## config.mk

```make
export PLATFORM = sky130hd
export DESIGN_NAME = acctilt_scale
export DESIGN_NICKNAME = d
export VERILOG_FILES = /design/src/hdl/acctilt_pkg.sv /design/src/hdl/acctilt_scale.sv
export SDC_FILE = /design/constraint.sdc
export NUM_CORES = 1
export LEC_CHECK = 0
export BUFFER_PORTS_ARGS = -buffer_cell sky130_fd_sc_hd__buf_2
export CAP_MARGIN = 15
export CORE_ASPECT_RATIO = 1.75
export CORE_UTILIZATION = 57
export DETAILED_ROUTE_END_ITERATION = 8
export PLACE_DENSITY_LB_ADDON = 0.05
export SYNTH_ARGS = -nofsm -noshare
export SYNTH_HDL_FRONTEND = slang
export SYNTH_SLANG_ARGS = --single-unit
```

## constraint.sdc

```tcl
create_clock -name i_clk -period 7.1 [get_ports i_clk]
set_input_delay 1.42 -clock i_clk [delete_from_list [all_inputs] [get_ports i_clk]]
set_output_delay 1.42 -clock i_clk [all_outputs]
set_load 0.03 [all_outputs]
```

## src/hdl/acctilt_pkg.sv

```systemverilog
// Types, constants and helpers of the accelerometer tilt angle block.
package acctilt_pkg;

    // sample and step counts
    localparam int SAMPLE_BITS  = 16;
    localparam int CORDIC_STEPS = 16;
    localparam int TABLE_LEN    = 24;
    localparam int STEPS        = (CORDIC_STEPS > TABLE_LEN) ? TABLE_LEN : CORDIC_STEPS;
    localparam int SHIFT_W      = $clog2(TABLE_LEN);
    localparam int SEL_W        = 2;

    // CORDIC datapath
    localparam int GUARD    = 8;
    localparam int MAG_W    = SAMPLE_BITS;
    localparam int GMAG_W   = MAG_W + GUARD;
    localparam int DP_W     = GMAG_W + 4;     // headroom for two CORDIC gains
    localparam int ANG_W    = 19;             // Q16 radians, signed
    localparam int ATAN_W   = 17;

    // gain compensation of the denominator
    localparam int KGAIN    = 107922;
    localparam int KGAIN_W  = 17;
    localparam int KGAIN_SH = 16;
    localparam int KC_W     = MAG_W + KGAIN_W - (KGAIN_SH - GUARD);

    // scale to tenths of a degree: floor(floor(z*90000 / 2^16) / 157)
    localparam int SCALE_MUL   = 90000;
    localparam int SCALE_MUL_W = 17;
    localparam int SCALE_SH    = 16;
    localparam int Q_W         = ANG_W - 1 + SCALE_MUL_W - SCALE_SH;
    localparam int RECIP       = 427445;      // ceil(2^26 / 157)
    localparam int RECIP_W     = 19;
    localparam int RECIP_SH    = 26;
    localparam int DEG_W       = Q_W + RECIP_W - RECIP_SH;

    // result
    localparam int ANGLE_W     = 11;
    localparam int RIGHT_ANGLE = 900;

    // stream packing
    localparam int DATA_IN_W  = ((3 * SAMPLE_BITS + 7) / 8) * 8;
    localparam int DATA_OUT_W = ((ANGLE_W + 7) / 8) * 8;

    localparam logic [ATAN_W-1:0] ATAN_TABLE [TABLE_LEN] = '{
        17'd51472, 17'd30385, 17'd16055, 17'd8150, 17'd4091, 17'd2047, 17'd1024, 17'd512,
        17'd256,   17'd128,   17'd64,    17'd32,   17'd16,   17'd8,    17'd4,    17'd2,
        17'd1,     17'd0,     17'd0,     17'd0,    17'd0,    17'd0,    17'd0,    17'd0
    };

    typedef enum logic [SEL_W-1:0] {
        SEL_Z    = 2'd0,
        SEL_X    = 2'd1,
        SEL_Y    = 2'd2,
        SEL_NONE = 2'd3
    } t_axis_sel;

    typedef enum logic [1:0] {
        MODE_CORDIC,
        MODE_ZERO,
        MODE_INVALID,
        MODE_RIGHT
    } t_mode;

    typedef struct packed {
        logic signed [DP_W-1:0]  x;
        logic signed [DP_W-1:0]  y;
        logic signed [ANG_W-1:0] z;
        logic [KC_W-1:0]         kc;
        logic                    neg_c;
        t_mode                   mode;
    } t_cordic;

    typedef struct packed {
        logic signed [ANGLE_W-1:0] angle;
        logic                      invalid;
    } t_result;

    function automatic logic [MAG_W-1:0] mag(input logic signed [SAMPLE_BITS-1:0] v);
        logic signed [SAMPLE_BITS-1:0] neg;
        neg = -v;
        return v[SAMPLE_BITS-1] ? unsigned'(neg) : unsigned'(v);
    endfunction

endpackage

```

## src/hdl/acctilt_scale.sv

```systemverilog
// Angle scaling to tenths of a degree, clamping, sign and special-case override.
module acctilt_scale (
    input  logic                 i_clk,
    input  logic                 i_rst_n,
    input  logic                 i_en,
    input  logic                 i_valid,
    input  acctilt_pkg::t_cordic i_data,
    output logic                 o_valid,
    output acctilt_pkg::t_result o_data
);

    localparam int ZM_W  = acctilt_pkg::ANG_W - 1;
    localparam int P1_W  = ZM_W + acctilt_pkg::SCALE_MUL_W;
    localparam int P2_W  = acctilt_pkg::Q_W + acctilt_pkg::RECIP_W;
    localparam int MAG_W = acctilt_pkg::ANGLE_W - 1;

    logic [ZM_W-1:0]                  zc;
    logic [P1_W-1:0]                  prod1;
    logic [P2_W-1:0]                  prod2;
    logic [acctilt_pkg::Q_W-1:0]      r_q;
    logic [acctilt_pkg::DEG_W-1:0]    r_deg, n_deg;
    logic [MAG_W-1:0]                 deg_mag;
    logic signed [acctilt_pkg::ANGLE_W-1:0] signed_deg;
    logic                             r_neg_c, r_neg_d;
    acctilt_pkg::t_mode               r_mode_c, r_mode_d;
    logic                             r_valid_c, r_valid_d, r_valid_e;
    acctilt_pkg::t_result             r_res, n_res;

    // stage C: clamp at zero, q = z * 90000 >> 16
    always_comb begin
        zc    = i_data.z[acctilt_pkg::ANG_W-1] ? '0 : i_data.z[ZM_W-1:0];
        prod1 = P1_W'(zc) * P1_W'(acctilt_pkg::SCALE_MUL);
    end

    // stage D: q / 157 by reciprocal
    always_comb begin
        prod2 = P2_W'(r_q) * P2_W'(acctilt_pkg::RECIP);
        n_deg = prod2[acctilt_pkg::RECIP_SH +: acctilt_pkg::DEG_W];
    end

    // stage E: clamp, sign, special cases
    always_comb begin
        deg_mag = (r_deg > acctilt_pkg::DEG_W'(acctilt_pkg::RIGHT_ANGLE))
                ? MAG_W'(acctilt_pkg::RIGHT_ANGLE) : r_deg[MAG_W-1:0];
        signed_deg = r_neg_d ? -$signed({1'b0, deg_mag}) : $signed({1'b0, deg_mag});
        case (r_mode_d)
            acctilt_pkg::MODE_CORDIC: begin
                n_res.angle   = signed_deg;
                n_res.invalid = 1'b0;
            end
            acctilt_pkg::MODE_INVALID: begin
                n_res.angle   = '0;
                n_res.invalid = 1'b1;
            end
            acctilt_pkg::MODE_RIGHT: begin
                n_res.angle   = acctilt_pkg::ANGLE_W'(acctilt_pkg::RIGHT_ANGLE);
                n_res.invalid = 1'b0;
            end
            default: begin
                n_res.angle   = '0;
                n_res.invalid = 1'b0;
            end
        endcase
    end

    always_ff @(posedge i_clk) begin
        if (!i_rst_n) begin
            r_valid_c <= 1'b0;
            r_valid_d <= 1'b0;
            r_valid_e <= 1'b0;
        end else if (i_en) begin
            r_valid_c <= i_valid;
            r_valid_d <= r_valid_c;
            r_valid_e <= r_valid_d;
        end
    end

    always_ff @(posedge i_clk) begin
        if (i_en) begin
            r_q      <= prod1[acctilt_pkg::SCALE_SH +: acctilt_pkg::Q_W];
            r_neg_c  <= i_data.neg_c;
            r_mode_c <= i_data.mode;
            r_deg    <= n_deg;
            r_neg_d  <= r_neg_c;
            r_mode_d <= r_mode_c;
            r_res    <= n_res;
        end
    end

    assign o_valid = r_valid_e;
    assign o_data  = r_res;

endmodule

```

* Word level (Yosys, flattened, before mapping)
Cells that the tools add are included.
** Storage, ports and cells
- Register bits :: 52
- Latch bits :: 0
- Bits in writable memories :: 0
- Memory bits (read-only) :: 0
- Logic and storage cells :: 22
- Memories kept :: 0
** Operators by class
- Add/subtract/negate cells :: 1
- $mul :: 2
- Div/mod/pow operators :: 0
- Order comparisons :: 1
- Equality and inequality tests :: 2
- Shift-type cells :: 0
- Mux-type cells :: 4
- Bitwise logic cells :: 0
- Reduce and logical (&&, ||, !) cells :: 1
** Operator list (number)
- multiplier 19 x 19 -> 38 bit, second input constant :: 1
- case mux 12 bit (3 select lines) :: 1
- multiplier 18 x 13 -> 31 bit, second input constant :: 1
- 2-to-1 mux 18 bit :: 1
- greater-than comparator 12 x 10 -> 1 bit, second input constant :: 1
- 2-to-1 mux 11 bit :: 1
- negation 10 -> 11 bit :: 1
- 2-to-1 mux 10 bit :: 1
- equality test 2 bit, second input constant :: 2
- zero test 2 bit :: 1

* Longest topological paths before layout
Gate-level depths: netlist of run 1.
- Word-level depth :: 5
- Depth in mapped cells :: 21
- Mapped depth without buffers :: 21

* Worst setup path before layout of run 1
OpenSTA, ideal clock, no wires.
- Kind :: input-to-reg
- Start point :: input port i_data[46] in the netlist's numbering
- End point :: register r_q[17] in the netlist's numbering (data pin)
- Arrival :: 6.738 ns
- Required time :: 6.838 ns
- Path slack :: 0.100 ns
- Cell stages on the path :: 19
- Buffers on the path :: 1
- Path through :: clkbuf_1 nor2b_1 fa_1 inv_1 fa_1 inv_1 fa_1 fa_1 inv_1 fa_1 inv_1 ha_1 and3_1 a221oi_4 a31oi_1 a41o_1 o41ai_4 o21bai_1 xor2_1
** On the way
- Longest elaborated chain between the ends :: 2
** RTL lines
- start, declared :: line acctilt_scale.sv:7 : input acctilt_pkg::t_cordic i_data,
- 2-to-1 mux 18 bit :: line acctilt_scale.sv:31 : zc = i_data.z[acctilt_pkg::ANG_W-1] ? '0 : i_data.z[ZM_W-1:0];
- multiplier 18 x 13 -> 31 bit :: line acctilt_scale.sv:32 : prod1 = P1_W'(zc) * P1_W'(acctilt_pkg::SCALE_MUL);
- net prod1[33] :: line acctilt_scale.sv:18 : logic [P1_W-1:0] prod1;
- end signal, assigned :: line acctilt_scale.sv:80 : r_q <= prod1[acctilt_pkg::SCALE_SH +: acctilt_pkg::Q_W];
- end, declared :: line acctilt_scale.sv:20 : logic [acctilt_pkg::Q_W-1:0] r_q;
The timed path passes the listed nets, and every way through them passes these cells.
A chain may end at the register's enable or synchronous reset.

* Final worst setup path of run 1
Ends and elaborated chain as after synthesis.

==> results.ini, run 1 <==
[timing]
grt_setup_unrepaired = no
skew_ns = 0.00589
clock.fmax_mhz = 147
hold_violations = 0
fin_crit_sh_pct = 95.5
slew_violations = 0
fin_crit_ns = 6.78
max_slew_margin_pct = 44.9
worst_pin_slew_ns = 0.825
setup_viol = 0

[synth]
yosys_warnings = 0
netlist_instances = 1255
synth_top_area_cell = fa_1
synth-seq-area-share_pct = 12.1
synth_cell_types = 54
synth.top_cell.area_share_pct = 34.5
syn-cell-area_um2 = 12600
syn_avg_cell_area_um2 = 10.1
synth_edf_count = 49
synth_fp_nets = 1845
async_flop_share_pct = 0
ys_top_cells_by_area = fa_1 (35%), ha_1 (26%), inv_1 (13%)
synth_ff_type = edfxtp_1
synth-seq-cells = 52

[hold_path]
worstHoldEndpoint = r_mode_d[0]$_DFFE_PP_
worstHoldStart = r_mode_c[0]$_DFFE_PP_
hold_path_class = reg2reg
holdPathStages = 0

[run_status]
status = finished clean

[worst_setup_path]
cp.required_ns = 7.16
regToRegSetupSlack_ns = 0.74
arrival_ns = 6.84
start_kind = primary input
r2r-start = r_q[3]$_DFFE_PP_
ff2ff_path_depth = 19
crit_path_max_fanout = 8
crit_type = in2reg
r2r-end = r_deg[9]$_DFFE_PP_
end_kind = flip-flop

[global_route]
grt_pass1_wl_mm = 43.9
top_usage_layer = met2
antenna_found_initial = 0
grt_util_met3_pct = 1.46
track_usage_pct = 25.7
grtUsageMet2_pct = 54.1
grt_pass1_vias = 9284
gr-usage-met1_pct = 23.3
grt_start_max_net_pins = 53
grt_overflow_total = 0

[clock_tree]
cts_sinks = 52
insertion_delay_ns = 0.31
cts_root_buf = clkbuf_16
numCtsBuffers = 5
ctsHtreeMaxLevel = 2
tritoncts = done
hold_buffers = 0
clk_path_buf_depth = 2
clk_pin_slew_worst_paths_ns = 0.07

[die]
rows = 71
start_util_pct = 58.5
coreArea_um2 = 21600
die-width_um = 115
dieArea_um2 = 22800
io_pins = 120
die_y_um = 199

[drt]
avgRoutedWirePerCell_um = 16.0
first_pass_iters = 5
drt_iter0_drc = 199
drc_errors = 0
ant_nets = 0
vias = 8175
route.final.wire_length_mm = 25.9
via_per_inst = 5.07

[place]
gp_congestion = 0.892
dp_hpwl_mm = 23.6
portBuffers = 38

[final_layout]
post-route-util_pct = 62.9
syn_to_final_growth_pct = 7.40
drive_gt1_share_pct = 6.13
layout_common_cells = inv_1 (434), ha_1 (265), fa_1 (218)
fill_cells = 1878
multi_input_area_um2 = 9450
diodes = 0
finalNetCount = 1911
layout_commonest_cell = inv_1
ff_latch_area_um2 = 1530

[flow_run]
cap_violations = 0

## worst max-delay path: stages
cell      delay (ns)
buf_2           0.17
buf_4           0.16
nor2b_1         0.50
fa_1            0.57
fa_1            0.51
fa_1            0.51
fa_1            0.49
inv_1           0.05
fa_1            0.47
inv_1           0.04
ha_1            0.30
a21o_1          0.19
a211oi_1        0.25
nor2b_1         0.16
a31oi_1         0.15
a41o_1          0.33
o41ai_4         0.34
o21bai_1        0.11
xor2_1          0.14
## state kept, by name (all words and copies together) (netlist names)
name	cells
o_data	12
o_valid	1
r_deg	12
r_mode_c	2
r_mode_d	2
r_neg_c	1
r_neg_d	1
r_q	19
r_valid_c	1
r_valid_d	1
## cell type report
type	instances	area share (%)
clock buffer	5	0.922
clock inverter	3	0.341
inverter	434	12.0
multi-input combinational	763	69.7
sequential	52	11.3
tap	292	2.69
timing repair buffer	65	3.08
## worst max path at each step
stage / depth (start not counted) / start / slack, ns / end
global placement: 19 / i_data[46] / -0.04 / r_q[17]$_DFFE_PP_
CTS: 19 / i_data[46] / 0.24 / r_q[15]$_DFFE_PP_
global route: 21 / i_data[46] / 0.006 / r_q[15]$_DFFE_PP_
finish: 19 / i_data[46] / 0.32 / r_q[17]$_DFFE_PP_
detailed placement: 19 / i_data[46] / -0.06 / r_q[17]$_DFFE_PP_
floorplan: 19 / i_data[46] / 0.1 / r_q[17]$_DFFE_PP_
## logic make-up (layout without fill, tap and decap cells)
| group | count (synthesis) | after routing | share of synthesized area [%] |
|---|---|---|---|
| xor+xnor | 27 | 27 | 1.87 |
| flops | 52 | 52 | 12.1 |
| fa+ha+maj | 483 | 483 | 60.8 |
| buf+inv | 440 | 507 | 13.1 |
| compound gates | 114 | 114 | 6.29 |
| simple gates | 134 | 134 | 5.47 |
| mux | 5 | 5 | 0.396 |
## metrics by stage
step	hold WS [ns]	TNS [ns]	area, um2	instances	worst slack, ns
finish	0.423	0	13600	1614	0.316
global route	0.453	0	13600	1614	0.00637
CTS	0.427	0	13600	1614	0.241
detailed placement	0.407	-0.234	13400	1606	-0.0596
global placement	0.402	-0.119	13400	1606	-0.0400
floorplan	0.400	0	12600	1255	0.0999
## Yosys cell counts (8+ instances only)
library cell / count
a21oi_1: 24
ha_1: 265
inv_1: 434
edfxtp_1: 49
xor2_1: 8
o21ai_0: 24
a21o_1: 12
nor2b_1: 20
nand2_1: 17
xnor2_1: 19
nor3_1: 9
nor2_1: 39
nand2b_1: 11
nand3_1: 10
fa_1: 218
## metal layers
metal	wire, um	vias up
li1	-	4005
met1	8400	4020
met2	15700	92
met3	283	58
met4	1480	0
met5	0	-
## what timing repair did
item                       4_1_cts  5_1_grt
setup buffers                    0        0
gates resized for setup          0        1
hold endpoints to repair         0        0
setup endpoints to repair        0        2
Power of run 1 is not shown: default switching activity piles up to over one toggle a cycle in this logic, so the estimate is an artifact.
==> run 2, diff against run 1 <==
--- a/config.mk
+++ b/config.mk
@@ -5,7 +5,7 @@
 export SDC_FILE = /design/constraint.sdc
 export NUM_CORES = 1
 export LEC_CHECK = 0
-export BUFFER_PORTS_ARGS = -buffer_cell sky130_fd_sc_hd__buf_2
+export BUFFER_PORTS_ARGS = -buffer_cell sky130_fd_sc_hd__buf_4
 export CAP_MARGIN = 15
 export CORE_ASPECT_RATIO = 1.75
 export CORE_UTILIZATION = 57
==> results.ini, run 2 (same netlist as run 1, synthesis figures left out) <==
[clock_tree]
hold_buffers = 0
cts_resized = 0
ctsHtreeMaxLevel = 2
cts_sinks = 52
insertion_delay_ns = 0.31
tritoncts = done
cts_root_buf = clkbuf_16
clk_pin_slew_worst_paths_ns = 0.08
cts_setup_buffers = 0
clk_path_buf_depth = 2
numCtsBuffers = 5

[final_layout]
largest_reg_flops = 19
diodes = 0
top_register = r_q
layout_common_cells = inv_1 (434), ha_1 (265), fa_1 (218)
finalNetCount = 1907
layout_commonest_cell = inv_1
fill_cells = 1849
drive_gt1_share_pct = 5.77
syn_to_final_growth_pct = 8.13

[timing]
fin_crit_sh_pct = 94.4
fin_crit_ns = 6.70
clock.fmax_mhz = 149
skew_ns = 0.00745
grt_setup_unrepaired = no
setup_viol = 0
totalNegativeSetupSlack_ns = 0
slew_violations = 0
hold_violations = 0
max_slew_margin_pct = 52.8
worst_pin_slew_ns = 0.709

[flow_run]
cap_violations = 0

[drt]
ant_nets = 0
via_per_inst = 5.13
avgRoutedWirePerCell_um = 15.8
first_pass_iters = 4
drc_errors = 0
drt_iter0_drc = 212
vias = 8254
route.final.wire_length_mm = 25.4

[place]
dp_hpwl_mm = 23.2
gp_congestion = 0.906
portBuffers = 38

[die]
rows = 71
coreArea_um2 = 21600
start_util_pct = 58.5
die_y_um = 199
io_pins = 120
dieArea_um2 = 22800
die-width_um = 115

[global_route]
grt_pass1_wl_mm = 42.9
antenna_found_initial = 0
top_usage_layer = met2
grt_overflow_total = 0
grt_pass1_vias = 9109
grt_util_met3_pct = 1.46
grt_start_max_net_pins = 53
grtUsageMet2_pct = 51.7
gr-usage-met1_pct = 23.6
track_usage_pct = 25.0

[worst_setup_path]
cp.required_ns = 7.15
crit_type = in2reg
arrival_ns = 6.75
start_kind = primary input
end_kind = flip-flop
crit_path_max_fanout = 6

[hold_path]
hold_path_class = reg2reg

[run_status]
status = finished clean

==> run 2: cell types whose count changed in the layout (fill, tap and decap cells not counted) <==
cell and change:
buf_12 +4, buf_2 -38, buf_4 +30, bufinv_16 -1, clkinv_2 -1, clkinvlp_4 +2, nor2b_1 +1, nor2b_2 -1
==> run 2: per-stage QoR <==
stage,worst slack [ns],cells,hold WS (ns),util (%),cell area (um2)
6_report,0.399,1610,0.423,63.3,13700
4_1_cts,0.326,1610,0.425,63.3,13700
3_5_place_dp,0.0233,1602,0.405,62.6,13500
2_1_floorplan,0.0999,1255,0.400,-,12600
3_3_place_gp,0.0620,1602,0.402,62.6,13500
5_1_grt,0.0233,1610,0.437,63.3,13700
==> run 2: cell type report <==
| type | instances | area (um2) | share of cell area, % |
|---|---|---|---|
| Tap cell | 292 | 365 | 2.67 |
| Clock buffer | 5 | 125 | 0.916 |
| Sequential cell | 52 | 1530 | 11.2 |
| Timing Repair Buffer | 61 | 533 | 3.90 |
| Clock inverter | 3 | 26.3 | 0.192 |
| Inverter | 434 | 1630 | 11.9 |
| Multi-Input combinational cell | 763 | 9450 | 69.2 |
==> run 2: path summary, 6_finish.rpt <==
kind	start	depth (start not counted)	endpoint	slack, ns
worst max-delay path	i_data[46]	19	r_q[17]$_DFFE_PP_	0.40
worst min-delay path	r_mode_c[0]$_DFFE_PP_	0	r_mode_d[0]$_DFFE_PP_	0.42
worst min register to register	r_mode_c[0]$_DFFE_PP_	0	r_mode_d[0]$_DFFE_PP_	0.42
worst max register to register	r_q[3]$_DFFE_PP_	19	r_deg[9]$_DFFE_PP_	0.76
==> run 2: worst max-delay path, stage by stage <==
cell and delay [ns]:
buf_4 0.14, nor2b_1 0.52, fa_1 0.52, inv_1 0.08, fa_1 0.41, inv_1 0.08
fa_1 0.43, fa_1 0.54, inv_1 0.05, fa_1 0.52, inv_1 0.04, ha_1 0.29
and3_1 0.19, a221oi_4 0.35, a31oi_1 0.18, a41o_1 0.33, o41ai_4 0.35, o21bai_1 0.13
xor2_1 0.16
==> run 2: layer usage <==
layer  wire [um]  up-vias  share of wire (%)
met4        1510        0                5.9
li1            -     4008                  -
met2       15100      113                 59
met5           0        -                  0
met3         282       65                1.1
met1        8570     4068                 34
Power of run 2 is left out for the same reason.
